File: src/sv/rrjd_pkg.sv
// rrjd_pkg: types and codes for the round-robin job dispatcher
// command and result transaction structs, queue entry layouts, sequencer states
// no dependencies
package rrjd_pkg;

	typedef enum logic {
		OP_SUBMIT = 1'b0,
		OP_TICK   = 1'b1
	} opcode_t;

	typedef enum logic [3:0] {
		EV_ACCEPTED  = 4'd0,
		EV_REJECTED  = 4'd1,
		EV_ARRIVED   = 4'd2,
		EV_RAN       = 4'd3,
		EV_FINISHED  = 4'd4,
		EV_PREEMPTED = 4'd5,
		EV_STARTED   = 4'd6,
		EV_RESUMED   = 4'd7,
		EV_IDLE      = 4'd8
	} event_t;

	typedef struct packed {
		opcode_t     opcode;
		logic [7:0]  job_tag;
		logic [15:0] arrival_time;
		logic [15:0] cpu_time;
	} cmd_t;

	typedef struct packed {
		event_t      event_res;
		logic [7:0]  event_tag;
		logic [15:0] remaining_time;
		logic [15:0] tick_time;
		logic        last;
	} result_t;

	typedef struct packed {
		logic [7:0]  tag;
		logic [15:0] arrival;
		logic [15:0] cpu;
	} arr_entry_t;

	typedef struct packed {
		logic [7:0]  tag;
		logic [15:0] remaining;
		logic        started;
	} rdy_entry_t;

	typedef enum logic [2:0] {
		ST_IDLE,
		ST_ARRIVE,
		ST_RUN,
		ST_FINISH,
		ST_PREEMPT,
		ST_DISPATCH
	} state_t;

	localparam logic [15:0] TICK_MAX = 16'hFFFF;

endpackage

File: src/sv/round_robin_job_dispatcher_unit.sv
// round_robin_job_dispatcher_unit: round-robin scheduler, quantum of one tick
// arrival and ready queues in synchronous memories, sequenced by a small fsm
// depends on rrjd_pkg
//
//   channel   ports                    handshake
//   command   start, busy, cmd         taken at the edge with start high and busy low
//   result    strobe, result           one cycle per transaction, no back-pressure
//
// a submit is handled without leaving idle; its result shows in the next cycle.
// a tick steps through the arrival state once per arrival and once more for
// the empty arrival check, then dispatch alone, the run step alone, or the run
// step with finish or preempt and dispatch;
// the arrival queue read port (one head entry a cycle) sets the arrival rate.
// results follow the sequencer through a single register, at most one per cycle.
// reset clears pointers, counts, running job and timer; queue contents are not
// cleared. the next command can be taken while the final result is shown.
module round_robin_job_dispatcher_unit #(
	parameter int JOB_SLOTS = 16
) (
	input  logic             clk,
	input  logic             arst_n,
	input  logic             start,
	output logic             busy,
	input  rrjd_pkg::cmd_t    cmd,
	output logic             strobe,
	output rrjd_pkg::result_t result
);
	import rrjd_pkg::*;

	localparam int IW = (JOB_SLOTS > 1) ? $clog2(JOB_SLOTS) : 1;
	localparam int CW = $clog2(JOB_SLOTS + 1);
	localparam logic [IW-1:0] LAST_IDX = IW'(JOB_SLOTS - 1);
	localparam logic [CW-1:0] FULL_CNT = CW'(JOB_SLOTS);

	function automatic logic [IW-1:0] next_idx(input logic [IW-1:0] i);
		next_idx = (i == LAST_IDX) ? '0 : i + 1'b1;
	endfunction

	state_t state_q, state_d;

	arr_entry_t arr_mem [JOB_SLOTS];
	rdy_entry_t rdy_mem [JOB_SLOTS];
	arr_entry_t arr_rdata_q, arr_wdata;
	rdy_entry_t rdy_rdata_q, rdy_wdata;
	logic arr_we, rdy_we;

	logic [IW-1:0] arr_head_q, arr_head_d, arr_tail_q, arr_tail_d;
	logic [IW-1:0] rdy_head_q, rdy_head_d, rdy_tail_q, rdy_tail_d;
	logic [CW-1:0] arr_count_q, arr_count_d, rdy_count_q, rdy_count_d;
	logic [CW-1:0] jobs_q, jobs_d;
	rdy_entry_t run_q, run_d;
	logic running_q, running_d;
	logic [15:0] tick_q, tick_d, tick_inc;
	result_t result_q, result_d;
	logic strobe_q, strobe_d;
	logic done;
	logic [15:0] rem_next;

	// queue memories, read at the next head so data is ready in the next cycle;
	// ready pushes never hit the head entry in the cycle before dispatch reads it
	always_ff @(posedge clk) begin
		if (arr_we)
			arr_mem[arr_tail_q] <= arr_wdata;
		arr_rdata_q <= arr_mem[arr_head_d];
	end

	always_ff @(posedge clk) begin
		if (rdy_we)
			rdy_mem[rdy_tail_q] <= rdy_wdata;
		rdy_rdata_q <= rdy_mem[rdy_head_d];
	end

	always_ff @(posedge clk or negedge arst_n) begin
		if (!arst_n) begin
			state_q     <= ST_IDLE;
			arr_head_q  <= '0;
			arr_tail_q  <= '0;
			arr_count_q <= '0;
			rdy_head_q  <= '0;
			rdy_tail_q  <= '0;
			rdy_count_q <= '0;
			jobs_q      <= '0;
			run_q       <= '0;
			running_q   <= 1'b0;
			tick_q      <= '0;
			strobe_q    <= 1'b0;
		end else begin
			state_q     <= state_d;
			arr_head_q  <= arr_head_d;
			arr_tail_q  <= arr_tail_d;
			arr_count_q <= arr_count_d;
			rdy_head_q  <= rdy_head_d;
			rdy_tail_q  <= rdy_tail_d;
			rdy_count_q <= rdy_count_d;
			jobs_q      <= jobs_d;
			run_q       <= run_d;
			running_q   <= running_d;
			tick_q      <= tick_d;
			strobe_q    <= strobe_d;
		end
	end

	always_ff @(posedge clk) begin
		result_q <= result_d;
	end

	assign tick_inc = (tick_q == TICK_MAX) ? tick_q : tick_q + 16'd1;
	assign done     = (run_q.remaining <= 16'd1);
	assign rem_next = done ? 16'd0 : run_q.remaining - 16'd1;

	always_comb begin
		state_d     = state_q;
		arr_head_d  = arr_head_q;
		arr_tail_d  = arr_tail_q;
		arr_count_d = arr_count_q;
		rdy_head_d  = rdy_head_q;
		rdy_tail_d  = rdy_tail_q;
		rdy_count_d = rdy_count_q;
		jobs_d      = jobs_q;
		run_d       = run_q;
		running_d   = running_q;
		tick_d      = tick_q;
		arr_we      = 1'b0;
		arr_wdata   = '{tag: cmd.job_tag, arrival: cmd.arrival_time, cpu: cmd.cpu_time};
		rdy_we      = 1'b0;
		rdy_wdata   = '{tag: arr_rdata_q.tag, remaining: arr_rdata_q.cpu, started: 1'b0};
		strobe_d    = 1'b0;
		result_d    = '{event_res: EV_IDLE, event_tag: '0, remaining_time: '0,
		                tick_time: tick_q, last: 1'b0};
		unique case (state_q)
			ST_IDLE: begin
				if (start) begin
					if (cmd.opcode == OP_SUBMIT) begin
						strobe_d                = 1'b1;
						result_d.event_tag      = cmd.job_tag;
						result_d.remaining_time = cmd.cpu_time;
						result_d.last           = 1'b1;
						if (jobs_q >= FULL_CNT || arr_count_q >= FULL_CNT) begin
							result_d.event_res = EV_REJECTED;
						end else begin
							result_d.event_res = EV_ACCEPTED;
							arr_we      = 1'b1;
							arr_tail_d  = next_idx(arr_tail_q);
							arr_count_d = arr_count_q + 1'b1;
							jobs_d      = jobs_q + 1'b1;
						end
					end else begin
						state_d = ST_ARRIVE;
					end
				end
			end
			ST_ARRIVE: begin
				if (arr_count_q != '0 && arr_rdata_q.arrival <= tick_q) begin
					strobe_d                = 1'b1;
					result_d.event_res      = EV_ARRIVED;
					result_d.event_tag      = arr_rdata_q.tag;
					result_d.remaining_time = arr_rdata_q.cpu;
					arr_head_d  = next_idx(arr_head_q);
					arr_count_d = arr_count_q - 1'b1;
					rdy_we      = 1'b1;
					rdy_tail_d  = next_idx(rdy_tail_q);
					rdy_count_d = rdy_count_q + 1'b1;
				end else begin
					state_d = running_q ? ST_RUN : ST_DISPATCH;
				end
			end
			ST_RUN: begin
				strobe_d                = 1'b1;
				result_d.event_res      = EV_RAN;
				result_d.event_tag      = run_q.tag;
				result_d.remaining_time = rem_next;
				run_d.remaining         = rem_next;
				if (done) begin
					running_d = 1'b0;
					if (jobs_q != '0)
						jobs_d = jobs_q - 1'b1;
					state_d = ST_FINISH;
				end else if (rdy_count_q != '0) begin
					state_d = ST_PREEMPT;
				end else begin
					result_d.last = 1'b1;
					tick_d        = tick_inc;
					state_d       = ST_IDLE;
				end
			end
			ST_FINISH: begin
				strobe_d           = 1'b1;
				result_d.event_res = EV_FINISHED;
				result_d.event_tag = run_q.tag;
				state_d            = ST_DISPATCH;
			end
			ST_PREEMPT: begin
				strobe_d                = 1'b1;
				result_d.event_res      = EV_PREEMPTED;
				result_d.event_tag      = run_q.tag;
				result_d.remaining_time = run_q.remaining;
				rdy_we      = 1'b1;
				rdy_wdata   = run_q;
				rdy_tail_d  = next_idx(rdy_tail_q);
				rdy_count_d = rdy_count_q + 1'b1;
				running_d   = 1'b0;
				state_d     = ST_DISPATCH;
			end
			ST_DISPATCH: begin
				strobe_d      = 1'b1;
				result_d.last = 1'b1;
				tick_d        = tick_inc;
				state_d       = ST_IDLE;
				if (rdy_count_q != '0) begin
					result_d.event_res      = rdy_rdata_q.started ? EV_RESUMED : EV_STARTED;
					result_d.event_tag      = rdy_rdata_q.tag;
					result_d.remaining_time = rdy_rdata_q.remaining;
					run_d         = rdy_rdata_q;
					run_d.started = 1'b1;
					running_d     = 1'b1;
					rdy_head_d    = next_idx(rdy_head_q);
					rdy_count_d   = rdy_count_q - 1'b1;
				end
			end
		endcase
	end

	assign busy   = (state_q != ST_IDLE);
	assign strobe = strobe_q;
	assign result = result_q;

	logic [CW+1:0] occupancy;
	assign occupancy = {2'b00, arr_count_q} + {2'b00, rdy_count_q} + (CW+2)'(running_q);

	a_jobs_cover_held: assert property (@(posedge clk) disable iff (!arst_n)
		occupancy <= {2'b00, jobs_q} && jobs_q <= FULL_CNT)
		else $error("held job count does not cover queued and running jobs");

	a_submit_one_result: assert property (@(posedge clk) disable iff (!arst_n)
		start && !busy && cmd.opcode == OP_SUBMIT |=> strobe && result.last)
		else $error("submit did not give a single final result");

	a_last_frees_port: assert property (@(posedge clk) disable iff (!arst_n)
		strobe |-> (result.last == !busy))
		else $error("final result flag and busy disagree");

endmodule
File: config.mk
export PLATFORM = sky130hd
export DESIGN_NAME = round_robin_job_dispatcher_unit
export DESIGN_NICKNAME = d
export VERILOG_FILES = /design/src/sv/rrjd_pkg.sv /design/src/sv/round_robin_job_dispatcher_unit.sv
export SDC_FILE = /design/constraint.sdc
export NUM_CORES = 1
export LEC_CHECK = 0
export BUFFER_PORTS_ARGS = -buffer_cell sky130_fd_sc_hd__buf_2
export CELL_PAD_IN_SITES_DETAIL_PLACEMENT = 0
export CELL_PAD_IN_SITES_GLOBAL_PLACEMENT = 1
export CORE_UTILIZATION = 30
export DETAILED_ROUTE_END_ITERATION = 7
export GPL_TIMING_DRIVEN = 0
export PLACE_DENSITY_LB_ADDON = 0.1
export SLEW_MARGIN = 20
export SYNTH_ARGS = -nofsm -noshare
export SYNTH_HDL_FRONTEND = slang
export SYNTH_SLANG_ARGS = --single-unit
File: constraint.sdc
create_clock -name clk -period 5 [get_ports clk]
set_clock_uncertainty 0.05 [all_clocks]
set_input_delay 1 -clock clk [delete_from_list [all_inputs] [get_ports clk]]
set_output_delay 1 -clock clk [all_outputs]
set_load 0.01 [all_outputs]
* After elaboration in Yosys (flattened, before gate mapping)
Memories as Yosys holds them, arrays and structs flattened. A register that Yosys moved wholly into a read port is not among the register bits.
Cells that the tools add are included.
** Cells by class
- Add/sub/neg operators :: 12
- $lt $le $gt $ge :: 4
- Eq/ne operators :: 21
- Multiplexer cells :: 66
- Bitwise gates (word level) :: 2
- Reduce and logical (&&, ||, !) cells :: 25
** Operators by type and width (number)
- two-way mux 28 bit :: 4
- case mux 16 bit (5 select lines) :: 1
- case mux 12 bit (6 select lines) :: 1
- two-way mux 16 bit :: 4
- case mux 16 bit (2 select lines) :: 2
- two-way mux 5 bit :: 11
- two-way mux 4 bit :: 9
- two-way mux 25 bit :: 1
- inequality test 2 bit (second input constant) :: 11
- case mux 5 bit (2 select lines) :: 2
- two-way mux 3 bit :: 6
- two-way mux 1 bit :: 17
- two-way mux 17 bit :: 1
- adder 16 x 1 -> 16 bit (second input constant) :: 1
- adder 4 x 1 -> 4 bit (second input constant) :: 4
- == test 16 bit (second input constant) :: 1
- == test 4 bit (second input constant) :: 4
- <= comparator 16 x 1 -> 1 bit (second input constant) :: 1
- <= comparator 16 bit :: 1
- subtractor 16 x 1 -> 16 bit (second input constant) :: 1
- adder 5 x 1 -> 5 bit (second input constant) :: 3
- case mux 3 bit (5 select lines) :: 1
- case mux 5 bit (3 select lines) :: 1
- nonzero test 5 bit :: 3
- 21 further kinds :: 39
** Storage, ports and cells
- Flip-flop bits (word level) :: 122
- Bits in writable memories :: 1040
- Input port bits :: 44
- Output and inout port bits :: 47
- Logic and storage cells :: 151
- Memories :: 2
** Memories
- arr_mem :: words 16, bits a word 40, read ports 1, clocked after Yosys merged registers in 1, write ports 1, line round_robin_job_dispatcher_unit.sv:41 : arr_entry_t arr_mem [JOB_SLOTS];
- rdy_mem :: words 16, bits a word 25, read ports 1, clocked after Yosys merged registers in 1, write ports 1, line round_robin_job_dispatcher_unit.sv:42 : rdy_entry_t rdy_mem [JOB_SLOTS];

* Depth between registers and ports, before layout
- Depth in word-level cells :: 8
- Gate-level depth with buffers :: 14
- Depth with buffers taken out :: 12

* Worst setup path after synthesis
Ideal clock, no wire load.
- Path type :: input to register
- Start :: input cmd[40] (netlist bit)
- End :: memory arr_mem[3][0] (netlist bit) (enable)
- Library setup time :: 487 ps
- Arrival time :: 4683 ps
- Required time :: 4463 ps
- Setup slack :: -219 ps
- Cell stages on the path :: 4
- Buffers on the path :: 0
- Cell sequence :: nand2b_1 -> nor4_2 -> nand2_1 -> nor3_1
** On the way
- Cells in the longest elaborated chain, start to end :: 5
** RTL lines
- start, declared :: line round_robin_job_dispatcher_unit.sv:24 : input rrjd_pkg::cmd_t cmd,
- two-way mux 1 bit :: line round_robin_job_dispatcher_unit.sv:133 : if (cmd.opcode == OP_SUBMIT) begin
- two-way mux 1 bit :: line round_robin_job_dispatcher_unit.sv:132 : if (start) begin
- two-way mux 1 bit :: line round_robin_job_dispatcher_unit.sv:130 : unique case (state_q)
- two-way mux 1 bit :: line round_robin_job_dispatcher_unit.sv:62 : if (arr_we)
- two-way mux 1 bit (implied by the code) :: line round_robin_job_dispatcher_unit.sv:63 : arr_mem[arr_tail_q] <= arr_wdata;
- end, declared :: line round_robin_job_dispatcher_unit.sv:41
Every way passes these cells.

* Worst setup path after layout
- Start :: register state_q[1]
- End :: register rdy_rdata_q[0] (netlist name)
** On the way
- Cells in the longest elaborated chain, start to end :: 2
** RTL lines
- start, declared :: line round_robin_job_dispatcher_unit.sv:39 : state_t state_q, state_d;
- start signal, assigned :: line round_robin_job_dispatcher_unit.sv:88 : state_q <= state_d;
- == test 3 bit :: line round_robin_job_dispatcher_unit.sv:130
- two-way mux 4 bit :: line round_robin_job_dispatcher_unit.sv:130
Every way passes these cells.
A chain may end at the register's enable or synchronous reset.

==> reports/metrics.yaml <==
run_status:
  outcome: "finished clean"
synthesis:
  post_synth.cell_area_avg_sq_um: 14.8
  synth_most_common_cell: "sky130_fd_sc_hd__edfxtp_1"
  post_synth_inst_count: 3224
  synthFlopType: "sky130_fd_sc_hd__edfxtp_1"
  ys_seq_elements: 1227
  yosys_warnings: 0
  synth_common_cells: "1040 x sky130_fd_sc_hd__edfxtp_1, 594 x sky130_fd_sc_hd__nand2_1, 324 x sky130_fd_sc_hd__mux2i_1"
  synth_edf_count: 1040
  number_of_nets_produced_by_synthesis: 3309
  post-synth-top-area-fraction_pct: 65.3
  post-synth-top-area-cell: "sky130_fd_sc_hd__edfxtp_1"
  seq_area_frac_synth_pct: 73.9
  synth_cell_area_sq_um: 47800
  yosys.cell_types.count: 71
  synth_async_sr_flop_share_pct: 6.28
  synth.area.top_cells: "sky130_fd_sc_hd__edfxtp_1 65%, sky130_fd_sc_hd__mux2i_1 6.8%, sky130_fd_sc_hd__nand2_1 4.7%"
critical_path:
  worstPathCellList: "buf_2, nor2b_2, nand2_1, nor2_2, mux2i_1, clkbuf_1, clkbuf_2, clkbuf_1, nand3_1, a311oi_1, a21oi_1"
  cpMostUsedCell: "sky130_fd_sc_hd__clkbuf_1"
  critPathMaxStageDelay_ns: 0.65
  r2r.worst_path.cells: 11
  cp_data_arrival_time_ns: 5.21
  path_max_fanout: 10
  required_ns: 5.49
  timing.critical_path.to_type: "flop"
  path_class: "reg2reg"
  worst-path-buf-inv: 4
  reg2reg_setup_slack_ns: 0.28
  critical_path.startpoint_type: "flop"
  timing.rr.start: "state_q[1]"
  worstReg2RegEnd: "rdy_rdata_q[0]"
  critPathSlowestCell: "sky130_fd_sc_hd__a311oi_1"
  cell_family_with_most_cp_delay: "buffers and inverters"
floorplan:
  die_w_um: 401
  die_height_um: 401
  rows: 146
  initial_core_util_pct: 30.2
  core_sq_um: 158000
  io_pins: 91
  die_footprint_sq_um: 161000
global_route:
  gr-usage-met3_pct: 2.95
  via_count_of_the_first_global_routing_pass: 28584
  grt_pass1_wl_um: 206000
  grt-ovfl-total: 0
  grt.met1_usage_pct: 23.0
  number_of_antenna_violations_at_the_first_check_in_global_routing: 21
  globalRouteTotalUtil_pct: 17.7
  globalRoute.busiestLayer: "met2"
  largest_net_degree_at_the_start_of_global_routing: 60
  m2_gr_usage_pct: 30.6
clock_tree:
  cts_inserted_buffers: 145
  cts_buffer_depth: 3
  clock_tree_from_tritoncts: "built"
  clock_latency_ns: 0.77
  clk_root_buffer_cell: "sky130_fd_sc_hd__clkbuf_16"
  numClockSinks: 1227
  clock_tree.htree_level_count: 4
  post_cts_buffers: 0
  clk_pin_slew_worst_paths_ns: 0.06
sta:
  slew_headroom_pct: 24.4
  min_period_ns: 4.72
  layout_setup_ws_ns: 0.279
  finalHoldWorstSlack_ns: 0.365
  final_max_slew_viol_count: 0
  unrepaired_setup_endpoints_after_global_routing: "no"
  final-setup-viol-count: 0
  max_freq_mhz: 212
  worst_pin_slew_ns: 1.13
  finalHoldViolations: 0
  finalCritPeriodShare_pct: 94.4
drt:
  routed_wl_um: 143000
  num_vias: 27950
  detail_route.wl_per_cell_um: 24.9
  detail_route.vias_per_cell: 4.87
  detailed_route_drc_error_count: 0
  drtAntennaViolNets: 0
  drt-initial-drc-count: 1783
  detailedRoute.firstPassIterationCount: 6
finish:
  area.growth.synth_to_final_pct: 19.3
  layoutNonFillerInstCount: 5743
  footprint_of_the_multi_input_gates_sq_um: 11700
  fillerInstances: 14983
  drive_above_1_share_pct: 14.4
  layout.nets: 3629
  fin_area_sq_um: 57100
  layout.area.seq_sq_um: 35400
pwr:
  totalPowerFinal_uw: 37900
  total_leakage_power_uw: 0.0197
  p_per_area_nw_per_um2: 664
  vdd_ir_drop_max_v: 0.000309
place:
  buffer_ports.inserted: 90
  dp.final_hpwl_um: 102000
  dpl_cell_area_sq_um: 52300
  pre_cts_slack_ns: -0.147
  placed_cells: 5468
  final_weighted_congestion_in_routability_driven_placement: 0.791
min_path:
  holdPathStages: 0
  hp-class: "reg2reg"
  worst_hold_startpoint: "tick_q[15]"
  min_to: "result[16]"
run:
  drv_cap: 0
[routing by layer]
metal	routed length, um	vias up	share of wire (%)
met3	5780	171	4.0
met5	82	-	0.057
li1	-	12924	-
met1	62700	14279	44
met4	2670	12	1.9
met2	72000	564	50
[per-stage QoR]
step	setup TNS (ns)	util, %
after global routing	0	36.0
after CTS	0	36.0
after floorplan	0	-
after detailed placement	-0.147	33.0
final	0	36.0
after global placement	-1599.90	32.1
[cells by family after synthesis]
group	after synthesis	synth area share, %
AOI/OAI and AO/OA	411	6.31
xor gates and xnor gates	46	0.842
adders and majority gates	41	1.12
buffers and inverters	230	2.18
DFF	1227	73.9
muxes	335	7.04
and+or+nand+nor	934	8.61
[flip-flops by register name (all words and copies together), names as in the netlist]
register	cells
run_q	25
tick_q	16
arr_tail_q	4
arr_count_q	5
rdy_rdata_q	25
strobe	1
arr_rdata_q	40
rdy_head_q	4
jobs_q	5
result	45
arr_head_q	4
state_q	3
rdy_tail_q	4
arr_mem	640
rdy_mem	400
rdy_count_q	5
running_q	1
[worst max path at each step]
stage / startpoint / end / depth (start not counted) / slack, ns
after floorplan: tick_q[13] / rdy_mem[3][0] / 8 / 0.35
after CTS: state_q[1] / rdy_rdata_q[0] / 11 / 0.12
after detailed placement: state_q[1] / rdy_rdata_q[0] / 11 / -0.15
after global placement: tick_q[7] / rdy_mem[2][7] / 9 / -3.37
final: state_q[1] / rdy_rdata_q[0] / 11 / 0.28
after global routing: state_q[1] / rdy_rdata_q[0] / 11 / 0.10
[area by class of cell]
type	count	area share (%)
antenna	4	0.0175
buffer	180	1.50
clock buffer	186	6.96
clock inverter	84	1.30
inverter	50	0.329
multi-input combinational	1767	20.5
sequential	1227	62.0
tap	2072	4.54
timing repair buffer	173	2.93
[report_power, final]
part,total (uW),internal [uW],leakage [uW],switching [uW]
Sequential,13400,12800,0.0113,582
Clock,10400,6110,0.00230,4260
Combinational,14100,4420,0.00620,9710
[cells in the final DEF (no fill, tap or decap), types with 42 or more instances in the layout]
cell type                      n
sky130_fd_sc_hd__a21oi_1      50
sky130_fd_sc_hd__nand2_1     594
sky130_fd_sc_hd__clkbuf_1    117
sky130_fd_sc_hd__or3_1        42
sky130_fd_sc_hd__dfxtp_1     110
sky130_fd_sc_hd__buf_4        46
sky130_fd_sc_hd__nand3_1     113
sky130_fd_sc_hd__and3_1       53
sky130_fd_sc_hd__inv_1        47
sky130_fd_sc_hd__edfxtp_1   1040
sky130_fd_sc_hd__buf_2       151
sky130_fd_sc_hd__a311oi_1     76
sky130_fd_sc_hd__mux2i_1     324
sky130_fd_sc_hd__dfrtp_1      77
sky130_fd_sc_hd__o22ai_1      81
sky130_fd_sc_hd__clkbuf_16   150
[repair_timing]
item / 4_1_cts / 5_1_grt
gates resized for setup: 1 / 0
endpoints found under the hold margin: 3 / 0
hold buffers: 1 / 0
endpoints found under the setup margin: 1 / 0
No activity file was read; power rests on OpenSTA's default activity.
